[config.mk]
export PLATFORM = sky130hd
export DESIGN_NAME = rsq_cordic
export DESIGN_NICKNAME = d
export VERILOG_FILES = /design/src/sv/rotated_sprite_quad_setup_defines.svh /design/src/sv/rsq_pkg.sv /design/src/sv/rsq_cordic.sv
export SDC_FILE = /design/constraint.sdc
export NUM_CORES = 2
export LEC_CHECK = 0
export ABC_AREA = 0
export BUFFER_PORTS_ARGS = -buffer_cell sky130_fd_sc_hd__buf_2
export CAP_MARGIN = 5
export CORE_ASPECT_RATIO = 1.5
export CORE_MARGIN = 3
export CORE_UTILIZATION = 47
export CTS_CLUSTER_DIAMETER = 100
export DETAILED_ROUTE_END_ITERATION = 10
export PLACE_DENSITY = 0.69
export SYNTH_ARGS = -nofsm -noshare
export SYNTH_HDL_FRONTEND = slang
export SYNTH_SLANG_ARGS = --single-unit
[constraint.sdc]
create_clock -name clk -period 11.2 [get_ports clk]
set_input_delay 0 -clock clk [delete_from_list [all_inputs] [get_ports clk]]
set_output_delay 0 -clock clk [all_outputs]
set_load 0.01 [all_outputs]
[src/sv/rotated_sprite_quad_setup_defines.svh]
// Assertion macros used by the sprite quad setup top level.
// No dependencies.
`ifndef ROTATED_SPRITE_QUAD_SETUP_DEFINES_SVH
`define ROTATED_SPRITE_QUAD_SETUP_DEFINES_SVH
// Implication checked on every rising clock edge outside reset.
`define RSQ_ASSERT_IMP(label, clk, rst_n, a, c) \
	label: assert property (@(posedge clk) disable iff (!rst_n) (a) |-> (c)) \
	else $error("assertion failed");
// Next-cycle implication checked outside reset.
`define RSQ_ASSERT_NXT(label, clk, rst_n, a, c) \
	label: assert property (@(posedge clk) disable iff (!rst_n) (a) |=> (c)) \
	else $error("assertion failed");
`endif

[src/sv/rsq_pkg.sv]
// Package for the sprite quad setup: beat structs, CORDIC tables and constants.
// No dependencies.
package rsq_pkg;
	localparam int FRAC_BITS_DEF = 16;
	localparam int CORDIC_STEPS = 16;
	localparam logic signed [33:0] CORDIC_GAIN = 34'sh026DD3B6A;

	typedef struct packed {
		logic [31:0] color;
		logic [15:0] tex_height;
		logic [15:0] tex_width;
		logic [63:0] src_rect;
		logic signed [31:0] depth;
		logic signed [31:0] pivot_y;
		logic signed [31:0] pivot_x;
		logic [15:0] angle;
		logic signed [31:0] dst_h;
		logic signed [31:0] dst_w;
		logic signed [31:0] dst_y;
		logic signed [31:0] dst_x;
	} sprite_t;

	typedef struct packed {
		logic last;
		logic [1:0] corner;
		logic [31:0] vertex_color;
		logic signed [31:0] tex_v;
		logic signed [31:0] tex_u;
		logic signed [31:0] pos_z;
		logic signed [31:0] pos_y;
		logic signed [31:0] pos_x;
	} vertex_t;

	// Arctangent of 2^-i in units of 2^-32 turn.
	function automatic logic signed [33:0] atan_turn(input logic [3:0] i);
		case (i)
			4'd0: atan_turn = 34'sh020000000;
			4'd1: atan_turn = 34'sh012E4051E;
			4'd2: atan_turn = 34'sh009FB385B;
			4'd3: atan_turn = 34'sh0051111D4;
			4'd4: atan_turn = 34'sh0028B0D43;
			4'd5: atan_turn = 34'sh00145D7E1;
			4'd6: atan_turn = 34'sh000A2F61E;
			4'd7: atan_turn = 34'sh000517C55;
			4'd8: atan_turn = 34'sh00028BE53;
			4'd9: atan_turn = 34'sh000145F2F;
			4'd10: atan_turn = 34'sh0000A2F98;
			4'd11: atan_turn = 34'sh0000517CC;
			4'd12: atan_turn = 34'sh000028BE6;
			4'd13: atan_turn = 34'sh0000145F3;
			4'd14: atan_turn = 34'sh00000A2FA;
			default: atan_turn = 34'sh00000517D;
		endcase
	endfunction

	function automatic logic signed [31:0] sat32(input logic signed [65:0] v);
		if (v > 66'sd2147483647) sat32 = 32'sh7FFFFFFF;
		else if (v < -66'sd2147483648) sat32 = 32'sh80000000;
		else sat32 = v[31:0];
	endfunction
endpackage

[src/sv/rsq_cordic.sv]
// Pipelined CORDIC: cosine and sine in Q28 from a 16-bit turn fraction.
// Depends on rsq_pkg; one register stage per iteration plus in and out stages.
module rsq_cordic (
	input  logic clk,
	input  logic [15:0] angle,
	output logic signed [31:0] cos_q,
	output logic signed [31:0] sin_q
);
	import rsq_pkg::*;
	localparam int N = CORDIC_STEPS;

	logic signed [33:0] x_s [0:N];
	logic signed [33:0] y_s [0:N];
	logic signed [33:0] z_s [0:N];
	logic flip_s [0:N];
	logic [31:0] t;
	logic fl;

	// Fold the angle into a quarter turn either side of zero.
	always_comb begin
		t = {angle, 16'h0};
		fl = (t >= 32'h40000000) && (t < 32'hC0000000);
		if (fl) t = t - 32'h80000000;
	end

	always_ff @(posedge clk) begin
		x_s[0] <= CORDIC_GAIN;
		y_s[0] <= '0;
		z_s[0] <= {{2{t[31]}}, t};
		flip_s[0] <= fl;
	end

	// One micro-rotation per stage.
	for (genvar i = 0; i < N; i++) begin : g_it
		always_ff @(posedge clk) begin
			flip_s[i+1] <= flip_s[i];
			if (!z_s[i][33]) begin
				x_s[i+1] <= x_s[i] - (y_s[i] >>> i);
				y_s[i+1] <= y_s[i] + (x_s[i] >>> i);
				z_s[i+1] <= z_s[i] - atan_turn(4'(i));
			end else begin
				x_s[i+1] <= x_s[i] + (y_s[i] >>> i);
				y_s[i+1] <= y_s[i] - (x_s[i] >>> i);
				z_s[i+1] <= z_s[i] + atan_turn(4'(i));
			end
		end
	end

	logic signed [33:0] xf, yf, xr, yr;
	always_comb begin
		xf = flip_s[N] ? -x_s[N] : x_s[N];
		yf = flip_s[N] ? -y_s[N] : y_s[N];
		xr = (xf + 34'sd2) >>> 2;
		yr = (yf + 34'sd2) >>> 2;
	end

	always_ff @(posedge clk) begin
		cos_q <= xr[31:0];
		sin_q <= yr[31:0];
	end
endmodule

== After elaboration in Yosys (flattened, before gate mapping) ==
Memories as Yosys holds them, arrays and structs flattened.
Cells that the tools add are included.

* Memories: 4
* Register bits after elaboration: 64
* Output and inout bits: 64
* Word-level logic and storage cells: 240
* Memory bits (writable): 1,751
* Bits of input ports: 17

{| class="wikitable"
|+ Memories
! name !! words !! width !! rd ports !! clocked after Yosys merged registers in !! write ports !! line !! RTL
|-
| x_s || 17 || 34 || 17 || 0 || 17 || rsq_cordic.sv:12 || <nowiki>logic signed [33:0] x_s [0:N];</nowiki>
|-
| y_s || 17 || 34 || 17 || 0 || 17 || rsq_cordic.sv:13 || <nowiki>logic signed [33:0] y_s [0:N];</nowiki>
|-
| z_s || 17 || 34 || 16 || 0 || 17 || rsq_cordic.sv:14 || <nowiki>logic signed [33:0] z_s [0:N];</nowiki>
|-
| flip_s || 17 || 1 || 17 || 0 || 17 || rsq_cordic.sv:15 || <nowiki>logic flip_s [0:N];</nowiki>
|}

* Muxes and demuxes: 83
* Order comparisons: 2
* $add $sub $neg: 100
* Reduce and logical (&&, ||, !) cells: 1
* Bitwise gates (word level): 48

{| class="wikitable"
|+ Operator list
! kind !! count
|-
| $mux 34 || 50
|-
| $add 34x19->34 || 2
|-
| $add 34x20->34 || 2
|-
| $add 34x21->34 || 2
|-
| $add 34x22->34 || 2
|-
| $add 34x23->34 || 2
|-
| $add 34x24->34 || 2
|-
| $add 34x25->34 || 2
|-
| $add 34x26->34 || 2
|-
| $add 34x27->34 || 2
|-
| $add 34x28->34 || 2
|-
| $add 34x29->34 || 2
|-
| $add 34x3->34 const B || 2
|-
| $add 34x30->34 || 2
|-
| $add 34x31->34 || 2
|-
| $add 34x32->34 || 2
|-
| $add 34x33->34 || 2
|-
| $neg 34->34 || 2
|-
| $sub 34x19->34 || 2
|-
| $sub 34x20->34 || 2
|-
| $sub 34x21->34 || 2
|-
| $sub 34x22->34 || 2
|-
| $sub 34x23->34 || 2
|-
| $sub 34x24->34 || 2
|-
| other kinds (50) || 138
|}

== Logic depth before layout (Yosys ltp) ==
* Word-level depth: 3
* Depth in mapped cells: 23
* Gate-level depth less buffers: 23

== Worst setup path before layout ==
No wires, ideal clock.

* Kind: register to register
* From: memory y_s[4][13]
* To: memory x_s[5][31]
* Period minus slack after synthesis: 4,666 ps
* Library setup time: 72 ps
* Data arrival time: 4,594 ps
* Path slack: 6,534 ps
* Path buffers: 0
* Cell stages (with the launch flop): 18
* Data required time: 11,128 ps
* Cell sequence: dfxtp_1 or4_1 or3_1 or3_1 or4_1 and2_1 xor2_1 ha_1 a21o_1 a21o_1 a21o_1 a21o_1 a221o_1 a221oi_1 o41ai_1 a21o_1 a21oi_1 xnor2_1

{| class="wikitable"
|+ RTL lines
! item !! line
|-
| from (decl) || rsq_cordic.sv:13
|-
| to (decl) || rsq_cordic.sv:12
|}

==> results.cfg <==
[status]
status = finished clean

[yosys]
yosysTopAreaCellShare_pct = 27.53
synth_top_cell_by_area = dfxtp_1
synth_cells = 13100
synth_fp_nets = 14540
yosysMostFrequentCell = dfxtp_1
synth_seq_cells = 1524
netlist_area_um2 = 110800
ys_warn_count = 0
ys_seq_area_share_pct = 27.53
yosysUniqueCellTypes = 94
synth_common_cells = dfxtp_1 (1,524), a21oi_1 (1,416), ha_1 (1,380)
synth_area_per_cell_um2 = 8.458
synth_ff_type = dfxtp_1
synth-edff-count = 0
async_reset_ff_share_pct = 0
synth.area.top_cells = dfxtp_1 (28%), ha_1 (16%), xnor2_1 (9.7%)

[drt]
wl_mm = 305.2
drc_errors = 0
ant_nets = 0
wire_per_inst_um = 18.60
vias = 93890
dr.pass1.iters = 8
vias_per_cell = 5.722
drtIter0Drc = 3943

[global_route]
use_met2_pct = 50.15
grt-ovfl-total = 0
gr-usage-met1_pct = 20.28
grt-busiest-layer = met2
grt_pass1_wl_mm = 479.9
use_met3_pct = 2.785
grt_pass1_vias = 93860
grt_max_degree = 75
antenna_found_initial = 2
grt_use_total_pct = 24.34

[timing]
setup_viol = 0
finClkSkew_ns = 0.07673
timing.fmax_mhz = 183.2
slew_violations = 0
tightest_slew_ns = 1.189
period_needed_ns = 5.459
period_share_pct = 48.74
slew_headroom_pct = 20.64
rsz0062_at_grt = false
setup-tns-final_ns = 0
hold_violations = 0

[critical_path]
cp_max_fo = 5
cp.arrival_ns = 6.13
required_ns = 11.87
cp-end-kind = register
crit_type = register to register
start_kind = register

[placement]
port_buffers = 80
dpl.hpwl_mm = 248.4
gp_congestion = 0.9936

[die]
die_area_um2 = 241800
initial_utilization_pct = 47.41
die_x_um = 402.5
ioPinCount = 81
rows = 217
coreArea_um2 = 233800
die_h_um = 600.8

[hold_path]
hold_path_class = register to register

[clock_network]
cts_buffers = 168
ctsResizeCount = 0
post_cts_buffers = 0
cts_max_level = 4
clk_path_buf_depth = 4
cts_root_buf = clkbuf_16
clk_latency_ns = 0.85
cts.sinks = 1524
tritoncts = yes
clk_pin_slew_worst_paths_ns = 0.06
hold_buffers = 32

[layout]
fillers = 22090
num-nets-final = 14650
final_layout_size_suffix_gt1_share_pct = 4.377
syn2layout_area_growth_pct = 8.953

[run]
maxCapViolations = 0
==> kinds of logic after synthesis <==
kind of cell	synth area share, %
AOI/OAI and AO/OA	22.16
xor gates and xnor gates	15.10
adders and majority gates	16.34
buffers and inverters	2.704
DFF	27.53
muxes	1.027
and+or+nand+nor	15.14
==> through the flow <==
step | setup WS, ns | instance area [um^2] | hold slack, ns | std cells | util, %
6_report | 5.741 | 120800 | 0.3138 | 16410 | 51.66
5_1_grt | 5.330 | 120800 | 0.3016 | 16410 | 51.66
4_1_cts | 5.710 | 120800 | 0.2470 | 16410 | 51.65
3_5_place_dp | 5.770 | 114600 | 0.1036 | 16080 | 49.01
3_3_place_gp | 5.811 | 114600 | 0.1039 | 16080 | 49.01
2_1_floorplan | 6.534 | 110800 | 0.02772 | 13100 | -
==> critical path: stages (launching register included) <==
cell and delay [ns]:
dfxtp_1 0.35, nor3_1 0.47, nor4b_2 0.52, nand2_1 0.17, or3_1 0.34, or4_1 0.47
and2_1 0.20, xnor2_1 0.12, ha_1 0.37, nand3_1 0.12, or4_1 0.58, a31oi_1 0.31
a41oi_1 0.21, a2111oi_0 0.71, a311oi_1 0.21, xnor2_1 0.16
==> cell type report <==
type | count | area (um^2) | share of cell area (%)
well taps | 3066 | 3836 | 3.177
flip-flops and latches | 1524 | 30530 | 25.28
clock inverters | 84 | 1171 | 0.9698
clock buffers | 216 | 4688 | 3.882
inverters | 566 | 2125 | 1.759
diodes | 3 | 7.507 | 0.006217
repair buffers | 159 | 1074 | 0.8890
multi-input cells | 10790 | 77330 | 64.04
==> final timing paths <==
kind	to	depth (start not counted)	start	slack, ns
max	y_s[9][33]$_DFF_P_	15	x_s[8][8]$_DFF_P_	5.74
min	z_s[11][2]$_DFF_P_	0	z_s[10][2]$_DFF_P_	0.31
max reg2reg	y_s[9][33]$_DFF_P_	15	x_s[8][8]$_DFF_P_	5.74
min reg2reg	z_s[11][2]$_DFF_P_	0	z_s[10][2]$_DFF_P_	0.31
==> metal layers <==
metal	routed length, um	vias up	share of wire (%)
li1	-	47240	-
met1	99080	43560	32
met2	169700	1936	56
met3	8640	1155	2.8
met4	27740	0	9.1
met5	0	-	0
==> cells in the final DEF (no fill, tap or decap), types with 134 or more instances in the layout <==
| cell | instances |
|---|---|
| ha_1 | 1380 |
| inv_1 | 562 |
| o21a_1 | 231 |
| nor3_1 | 352 |
| a21oi_1 | 1416 |
| nor2_1 | 1174 |
| nand2_1 | 659 |
| nand2b_1 | 192 |
| nand3_1 | 218 |
| clkbuf_16 | 171 |
| a21o_1 | 620 |
| xnor2_1 | 1224 |
| dfxtp_1 | 1509 |
| nor2b_1 | 182 |
| o21bai_1 | 164 |
| xor2_1 | 687 |
| a31oi_1 | 134 |
| o21ai_0 | 592 |
==> flip-flops by register name, summed over array words and instances, names as in the netlist <==
signal / count
y_s: 511
x_s: 484
z_s: 448
cos_q: 32
sin_q: 32
flip_s: 17
Power is left out: the tool's default activity adds up to more than one toggle a clock period on the data nets, which glitch-free logic cannot reach.
