### src/sv/rotated_sprite_quad_setup_defines.svh
// Assertion macros used by the sprite quad setup top level.
// No dependencies.
`ifndef ROTATED_SPRITE_QUAD_SETUP_DEFINES_SVH
`define ROTATED_SPRITE_QUAD_SETUP_DEFINES_SVH
// Implication checked on every rising clock edge outside reset.
`define RSQ_ASSERT_IMP(label, clk, rst_n, a, c) \
	label: assert property (@(posedge clk) disable iff (!rst_n) (a) |-> (c)) \
	else $error("assertion failed");
// Next-cycle implication checked outside reset.
`define RSQ_ASSERT_NXT(label, clk, rst_n, a, c) \
	label: assert property (@(posedge clk) disable iff (!rst_n) (a) |=> (c)) \
	else $error("assertion failed");
`endif

### src/sv/rsq_pkg.sv
// Package for the sprite quad setup: beat structs, CORDIC tables and constants.
// No dependencies.
package rsq_pkg;
	localparam int FRAC_BITS_DEF = 16;
	localparam int CORDIC_STEPS = 16;
	localparam logic signed [33:0] CORDIC_GAIN = 34'sh026DD3B6A;

	typedef struct packed {
		logic [31:0] color;
		logic [15:0] tex_height;
		logic [15:0] tex_width;
		logic [63:0] src_rect;
		logic signed [31:0] depth;
		logic signed [31:0] pivot_y;
		logic signed [31:0] pivot_x;
		logic [15:0] angle;
		logic signed [31:0] dst_h;
		logic signed [31:0] dst_w;
		logic signed [31:0] dst_y;
		logic signed [31:0] dst_x;
	} sprite_t;

	typedef struct packed {
		logic last;
		logic [1:0] corner;
		logic [31:0] vertex_color;
		logic signed [31:0] tex_v;
		logic signed [31:0] tex_u;
		logic signed [31:0] pos_z;
		logic signed [31:0] pos_y;
		logic signed [31:0] pos_x;
	} vertex_t;

	// Arctangent of 2^-i in units of 2^-32 turn.
	function automatic logic signed [33:0] atan_turn(input logic [3:0] i);
		case (i)
			4'd0: atan_turn = 34'sh020000000;
			4'd1: atan_turn = 34'sh012E4051E;
			4'd2: atan_turn = 34'sh009FB385B;
			4'd3: atan_turn = 34'sh0051111D4;
			4'd4: atan_turn = 34'sh0028B0D43;
			4'd5: atan_turn = 34'sh00145D7E1;
			4'd6: atan_turn = 34'sh000A2F61E;
			4'd7: atan_turn = 34'sh000517C55;
			4'd8: atan_turn = 34'sh00028BE53;
			4'd9: atan_turn = 34'sh000145F2F;
			4'd10: atan_turn = 34'sh0000A2F98;
			4'd11: atan_turn = 34'sh0000517CC;
			4'd12: atan_turn = 34'sh000028BE6;
			4'd13: atan_turn = 34'sh0000145F3;
			4'd14: atan_turn = 34'sh00000A2FA;
			default: atan_turn = 34'sh00000517D;
		endcase
	endfunction

	function automatic logic signed [31:0] sat32(input logic signed [65:0] v);
		if (v > 66'sd2147483647) sat32 = 32'sh7FFFFFFF;
		else if (v < -66'sd2147483648) sat32 = 32'sh80000000;
		else sat32 = v[31:0];
	endfunction
endpackage

### src/sv/rsq_uvdiv.sv
// Pipelined restoring divider for UV: round(n * 2^F / size), ties away.
// Depends on rsq_pkg; one quotient bit per stage.
module rsq_uvdiv #(
	parameter int FRAC_BITS = rsq_pkg::FRAC_BITS_DEF
) (
	input  logic clk,
	input  logic signed [16:0] num,
	input  logic [15:0] size,
	output logic signed [31:0] quo
);
	import rsq_pkg::*;
	// Numerator 2*|n|*2^F + size fits in QW bits.
	localparam int QW = 17 + FRAC_BITS + 2;
	localparam int DW = 17;

	logic [QW-1:0] n_s [0:QW];
	logic [DW:0] r_s [0:QW];
	logic [DW-1:0] d_s [0:QW];
	logic neg_s [0:QW];
	logic zs_s [0:QW];
	logic nz_s [0:QW];
	logic [16:0] mag;

	always_comb mag = num[16] ? 17'(-num) : 17'(num);

	always_ff @(posedge clk) begin
		n_s[0] <= (QW'(mag) << (FRAC_BITS + 1)) + QW'(size);
		r_s[0] <= '0;
		d_s[0] <= {size, 1'b0};
		neg_s[0] <= num[16];
		zs_s[0] <= (size == 16'd0);
		nz_s[0] <= (num != 17'sd0);
	end

	// One quotient bit per stage, shifted into the numerator word.
	for (genvar i = 0; i < QW; i++) begin : g_st
		logic [DW:0] rt;
		always_comb rt = {r_s[i][DW-1:0], n_s[i][QW-1]};
		always_ff @(posedge clk) begin
			neg_s[i+1] <= neg_s[i];
			zs_s[i+1] <= zs_s[i];
			nz_s[i+1] <= nz_s[i];
			d_s[i+1] <= d_s[i];
			if (rt >= {1'b0, d_s[i]}) begin
				r_s[i+1] <= rt - {1'b0, d_s[i]};
				n_s[i+1] <= {n_s[i][QW-2:0], 1'b1};
			end else begin
				r_s[i+1] <= rt;
				n_s[i+1] <= {n_s[i][QW-2:0], 1'b0};
			end
		end
	end

	logic signed [65:0] qs;
	always_comb begin
		qs = neg_s[QW] ? -66'(n_s[QW]) : 66'(n_s[QW]);
		if (zs_s[QW])
			quo = !nz_s[QW] ? 32'sd0 : (neg_s[QW] ? 32'sh80000000 : 32'sh7FFFFFFF);
		else
			quo = sat32(qs);
	end
endmodule

### config.mk
export PLATFORM = sky130hd
export DESIGN_NAME = rsq_uvdiv
export DESIGN_NICKNAME = d
export VERILOG_FILES = /design/src/sv/rotated_sprite_quad_setup_defines.svh /design/src/sv/rsq_pkg.sv /design/src/sv/rsq_uvdiv.sv
export SDC_FILE = /design/constraint.sdc
export NUM_CORES = 2
export LEC_CHECK = 0
export ABC_AREA = 1
export BUFFER_PORTS_ARGS = -buffer_cell sky130_fd_sc_hd__buf_2
export CORE_MARGIN = 2
export CORE_UTILIZATION = 40
export CTS_CLUSTER_SIZE = 25
export DETAILED_ROUTE_END_ITERATION = 8
export GPL_TIMING_DRIVEN = 0
export PLACE_DENSITY = 0.65
export SLEW_MARGIN = 0
export SYNTH_ARGS = -nofsm -noshare
export SYNTH_HDL_FRONTEND = slang
export SYNTH_SLANG_ARGS = --single-unit
### constraint.sdc
create_clock -name clk -period 2.65 [get_ports clk]
set_input_delay 0.3975 -clock clk [delete_from_list [all_inputs] [get_ports clk]]
set_output_delay 0.3975 -clock clk [all_outputs]
set_load 0.1 [all_outputs]
Word-level counts from Yosys, hierarchy flattened
Memories as Yosys holds them, arrays and structs flattened.
Cells that the tools add are included.
- output and inout bits: 32
- register bits after elaboration: 0
- logic and storage cells: 335
- memories: 6
- bits of input ports: 34
- bits in writable memories: 2628
- $add $sub $neg: 38
- $lt $le $gt $ge: 37
- muxes and demuxes: 182
- bitwise operators: 70
- reductions and logical operators: 2
- memory list (name ; depth ; width ; rd ports ; clocked after memory_dff ; write ports ; RTL line ; text):
    n_s ; 36 ; 35 ; 36 ; 0 ; 36 ; rsq_uvdiv.sv:16 ; logic [QW-1:0] n_s [0:QW];
    r_s ; 36 ; 18 ; 35 ; 0 ; 36 ; rsq_uvdiv.sv:17 ; logic [DW:0] r_s [0:QW];
    d_s ; 36 ; 17 ; 35 ; 0 ; 36 ; rsq_uvdiv.sv:18 ; logic [DW-1:0] d_s [0:QW];
    neg_s ; 36 ; 1 ; 36 ; 0 ; 36 ; rsq_uvdiv.sv:19 ; logic neg_s [0:QW];
    nz_s ; 36 ; 1 ; 36 ; 0 ; 36 ; rsq_uvdiv.sv:21 ; logic nz_s [0:QW];
    zs_s ; 36 ; 1 ; 36 ; 0 ; 36 ; rsq_uvdiv.sv:20 ; logic zs_s [0:QW];
- operator list (cell ; number):
    35-bit 2-to-1 mux ; 35
    18-bit by 17-bit greater-or-equal comparator with 1-bit output ; 35
    18-bit 2-to-1 mux ; 35
    18-bit by 17-bit subtractor with 18-bit output ; 35
    32-bit 2-to-1 mux ; 5
    1-bit 2-to-1 mux ; 105
    1-bit bitwise OR ; 70
    66-bit by 32-bit > comparator with 1-bit output, second input constant ; 1
    66-bit by 32-bit less-than comparator with 1-bit output, second input constant ; 1
    66-bit 2-to-1 mux ; 1
    35-bit negator with 66-bit output ; 1
    34-bit by 16-bit adder with 35-bit output ; 1
    17-bit 2-to-1 mux ; 1
    17-bit negator ; 1
    17-bit nonzero test ; 1
    16-bit logical NOT ; 1

Depth between registers and ports, before layout
- depth after elaboration: 6
- depth in mapped cells: 16

Worst setup path before layout
No wires, ideal clock.
- kind: reg2out
- start: memory n_s[8][108] (netlist name)
- end: output port quo[31]
- cell stages (with the launch flop): 11
- arrival: 3163 ps
- required time: 2253 ps
- path buffers: 0
- setup slack: -911 ps
- cell sequence: dfxtp_1 inv_1 nand2_1 nor2_1 nand2_1 nor2_1 nand2_1 nor3_1 nor2_1 inv_2 o21ai_0
- RTL lines (item ; RTL line ; text):
    start, declared ; rsq_uvdiv.sv:16 ;
    end, declared ; rsq_uvdiv.sv:9 ; output logic signed [31:0] quo

==> metrics.md <==
| Metric | Value |
|---|---|
| Crit path cell chain | `inv_2 -> ha_4 -> nand2_4 -> nor2_8 -> nand4_4 -> o21ai_2 -> nand2_1 -> nand2_2 -> nand2_2 -> o21ai_4 -> buf_12 -> buf_6 -> nand2_1 -> nand2_1 -> nand2_1 -> nand2_2 -> buf_12` |
| Initial DRC count | `approximately 3,300` |
| Vias in the first global route | `53,845` |
| # IOs | `66` |
| HPWL after DPL | `approximately 140,000 um` |
| Non-Filler Instances | `between 10,000 and 15,000` |
| Top-count cell post-synth | `dfxtp_1` |
| Crit-path max cell delay | `0.33 ns` |
| CP Capture Type | `output port` |
| Synth Instances | `approximately 8,400` |
| Via/cell ratio | `a little under 5` |
| Combinational share of power | `0.334` |
| Status | `finished with violations` |
| CTS tree | `done` |
| Leak | `0.04223 uW` |
| EDFF count, synth | `0` |
| Core Box Area | `between 0.15 and 0.2 sq mm` |
| Rel. slew slack | `0.4762` |
| Synth unique cells | `49` |
| Slowest CP cell | `dfxtp_2` |
| Int Power | `about 70,000 uW` |
| Seq/Total Area, Yosys | `0.5328` |
| Avg WL per Cell | `roughly 15 um` |
| Slew Limit Fails | `0` |
| Clock power share | `0.283` |
| Root Buffer | `clkbuf_16` |
| Final Net Count | `about 9,400` |
| Mean Syn Cell Area | `roughly 9.1 sq um` |
| Routed vias | `about 55,000` |
| Synthesized area | `roughly 0.076 sq mm` |
| Worst VDD drop | `between 700 and 800 uV` |
| Crit path DAT | `about 3.0 ns` |
| Crit path top cell by count | `nand2_1` |
| Final Hold Fails | `0` |
| Layout Area Growth over Synthesis | `16.70%` |
| Maximum clock rate | `approximately 0.3 GHz` |
| Row count | `160` |
| CTS Buffer Depth | `3` |
| Port Buf Inserts | `65` |
| Final setup violation count | `32` |
| Clock Sinks | `roughly 2,000` |
| Top FF cell, synth | `dfxtp_1` |
| WL final | `about 180,000 um` |
| Clock transition at path regs | `about 0.060 ns` |
| Synthesis-stage register bit count | `around 2,000` |
| Max_cap viols | `0` |
| Placed cells | `roughly 11,000` |
| Top cells by instance count after synthesis | `2,029 x dfxtp_1, 1,570 x nand2_1, 1,076 x inv_1` |
| Asr flop ratio synth | `0` |
| Max FO, Critical Path | `6` |
| Die ar. | `about 0.19 sq mm` |
| YS warnings | `0` |
| Crit path time final | `approximately 3.4 ns` |
| Failing checks | `negative setup slack` |
| Die Y | `between 400 and 500 um` |
| Clock Skew | `0.04405 ns` |
| Total grt overflow | `0` |
| Setup CP Type | `reg -> out` |
| Yosys top cell area share | `0.5328` |
| Unrepaired setup endpoints after global routing | `yes` |
| Sw frac | `0.3567` |
| Largest net degree at the start of global routing | `17` |
| DIE WIDTH | `around 440 um` |
| # DRC | `0` |
| Final worst slack | `-0.7563 ns` |
| # fillers | `between 15,000 and 20,000` |
| Routed Antenna Nets | `0` |
| Initial Util | `0.4017` |
| First-pass GRT wire length | `approximately 280,000 um` |
| TritonCTS Buffers | `between 200 and 250` |
| Largest delay share family, worst path | `simple AND/OR/NAND/NOR gates` |
| H-tree Lvls | `4` |
| Drt first pass iters | `5` |
| Final period utilization | `1.285` |
| Actual slew at the worst max-slew pin | `a little under 0.8 ns` |
| Most area-consuming cells after synthesis | `dfxtp_1 53%, ha_1 8.9%, nand2_1 7.7%, inv_1 5.3%, o21ai_0 3.9%` |
| PD cells | `about 1200 mW/mm^2` |
| Buf+Inv Stages, Crit Path | `4` |
| Yosys top cell by area | `dfxtp_1` |
| Initial antenna violation count | `5` |
| Worst Path Required | `~2.3 ns` |
| P_sw | `38,070 uW` |
| Startpoint Class | `flop` |
| Global Route Usage Sum | `0.1777` |
| Hold Path Class | `in -> reg` |
| Share of cells above drive strength 1 | `0.08833` |
| Syn Nets | `9,029` |
| Clock Latency Late Sink | `approximately 0.85 ns` |
| Placer Congestion | `between 0.8 and 0.9` |
| Pre-CTS setup slack | `-0.2379 ns` |
| Share of power burned in registers | `0.382` |
[final timing paths]
path,slack (ns),startpoint,cells after the start,end
max,-0.76,n_s[8][105],17,quo[11]
min,0.19,size[1],2,d_s[0][2]
max reg2reg,0.11,r_s[24][0],10,r_s[25][11]
min reg2reg,0.28,n_s[5][74],0,n_s[5][110]
[worst reg2reg max path, stage by stage, from the launching register on]
cell	delay (ns)
dfxtp_1	0.36
inv_1	0.12
ha_1	0.24
fa_1	0.41
o21ai_1	0.40
a21oi_1	0.23
o21ai_1	0.25
nand2_1	0.08
nand2_1	0.08
xnor2_1	0.12
o21ai_1	0.11
[layer usage]
layer | vias to the layer above | track usage | wire length [um] | part of all wire
li1 | 28174 | - | - | -
met1 | 25508 | 0.2371 | 81920 | 0.47
met3 | 288 | 0.02599 | 7870 | 0.045
met5 | - | 0 | 0 | 0
met2 | 1222 | 0.2954 | 80860 | 0.46
met4 | 0 | 0.05593 | 4609 | 0.026
[flip-flops by register name, summed over array words and instances, names as in the netlist]
| register | count |
|---|---|
| n_s | 1011 |
| r_s | 576 |
| d_s | 334 |
| neg_s | 36 |
| nz_s | 36 |
| zs_s | 36 |
[power by group through the flow]
stage | registers, uW | logic (uW) | clock network (uW)
final | 40800 | 35700 | 30200
after floorplan | 39700 | 26200 | 0
after global placement | 41400 | 33900 | 0
after global routing | 41400 | 40200 | 32300
after detailed placement | 41500 | 34200 | 0
after CTS | 40900 | 35000 | 31100
[placed cells by master (no fill, tap or decap), types with 61 or more instances in the layout]
master,count
nand3_1,176
o21ai_0,591
buf_4,61
nand2_1,1504
a21o_1,106
nor2_1,479
xnor2_1,247
o21ai_1,146
nand4_1,117
dfxtp_1,2008
nand2_2,70
nor3_1,81
ha_1,544
buf_2,76
inv_1,1067
clkbuf_16,203
a21oi_1,529
xor2_1,240
[cell type report]
| type | count | area (sq um) | share of cell area |
|---|---|---|---|
| Tap cell | 2511 | 3142 | 0.03531 |
| Timing Repair Buffer | 157 | 1643 | 0.01846 |
| Inverter | 1096 | 4141 | 0.04655 |
| Clock buffer | 270 | 5642 | 0.06341 |
| Multi-Input combinational cell | 5186 | 31450 | 0.3535 |
| Clock inverter | 111 | 1647 | 0.01851 |
| Antenna cell | 1 | 2.502 | 0.00002812 |
| Sequential cell | 2029 | 40660 | 0.4569 |
| Buffer | 106 | 654.4 | 0.007355 |
[per-stage QoR]
stage	utilization	setup TNS (ns)	hold slack (ns)	power [uW]	instance area (sq um)
2_1_floorplan	-	0	0.3096	65870	76320
3_3_place_gp	0.4204	-7.110	0.3098	75350	79790
3_5_place_dp	0.4204	-8.702	0.3121	75640	79790
4_1_cts	0.4656	-24.74	0.1115	107000	88360
5_1_grt	0.4688	-29.02	0.1536	113900	88980
6_report	0.4688	-23.17	0.1906	106700	88980
[cells by family (layout without fill, tap and decap cells)]
logic type | count (synthesis) | after routing | synth area share
XOR/XNOR | 487 | 487 | 0.05595
flip-flops | 2029 | 2029 | 0.5328
AND/OR/NAND/NOR | 2540 | 2540 | 0.1371
adder cells (fa/ha/maj) | 578 | 578 | 0.09811
AO/OA/AOI/OAI | 1581 | 1581 | 0.1145
buffers and inverters | 1202 | 1740 | 0.06161
other | 0 | 1 | 0
[what timing repair did]
action	in CTS	in global routing
hold buffers	40	0
endpoints found under the hold margin	35	0
gates resized for setup	223	139
gates cloned	5	0
pin swaps	26	46
endpoints found under the setup margin	99	390
buffers inserted	11	36
No activity file was read; power rests on OpenSTA's default activity.
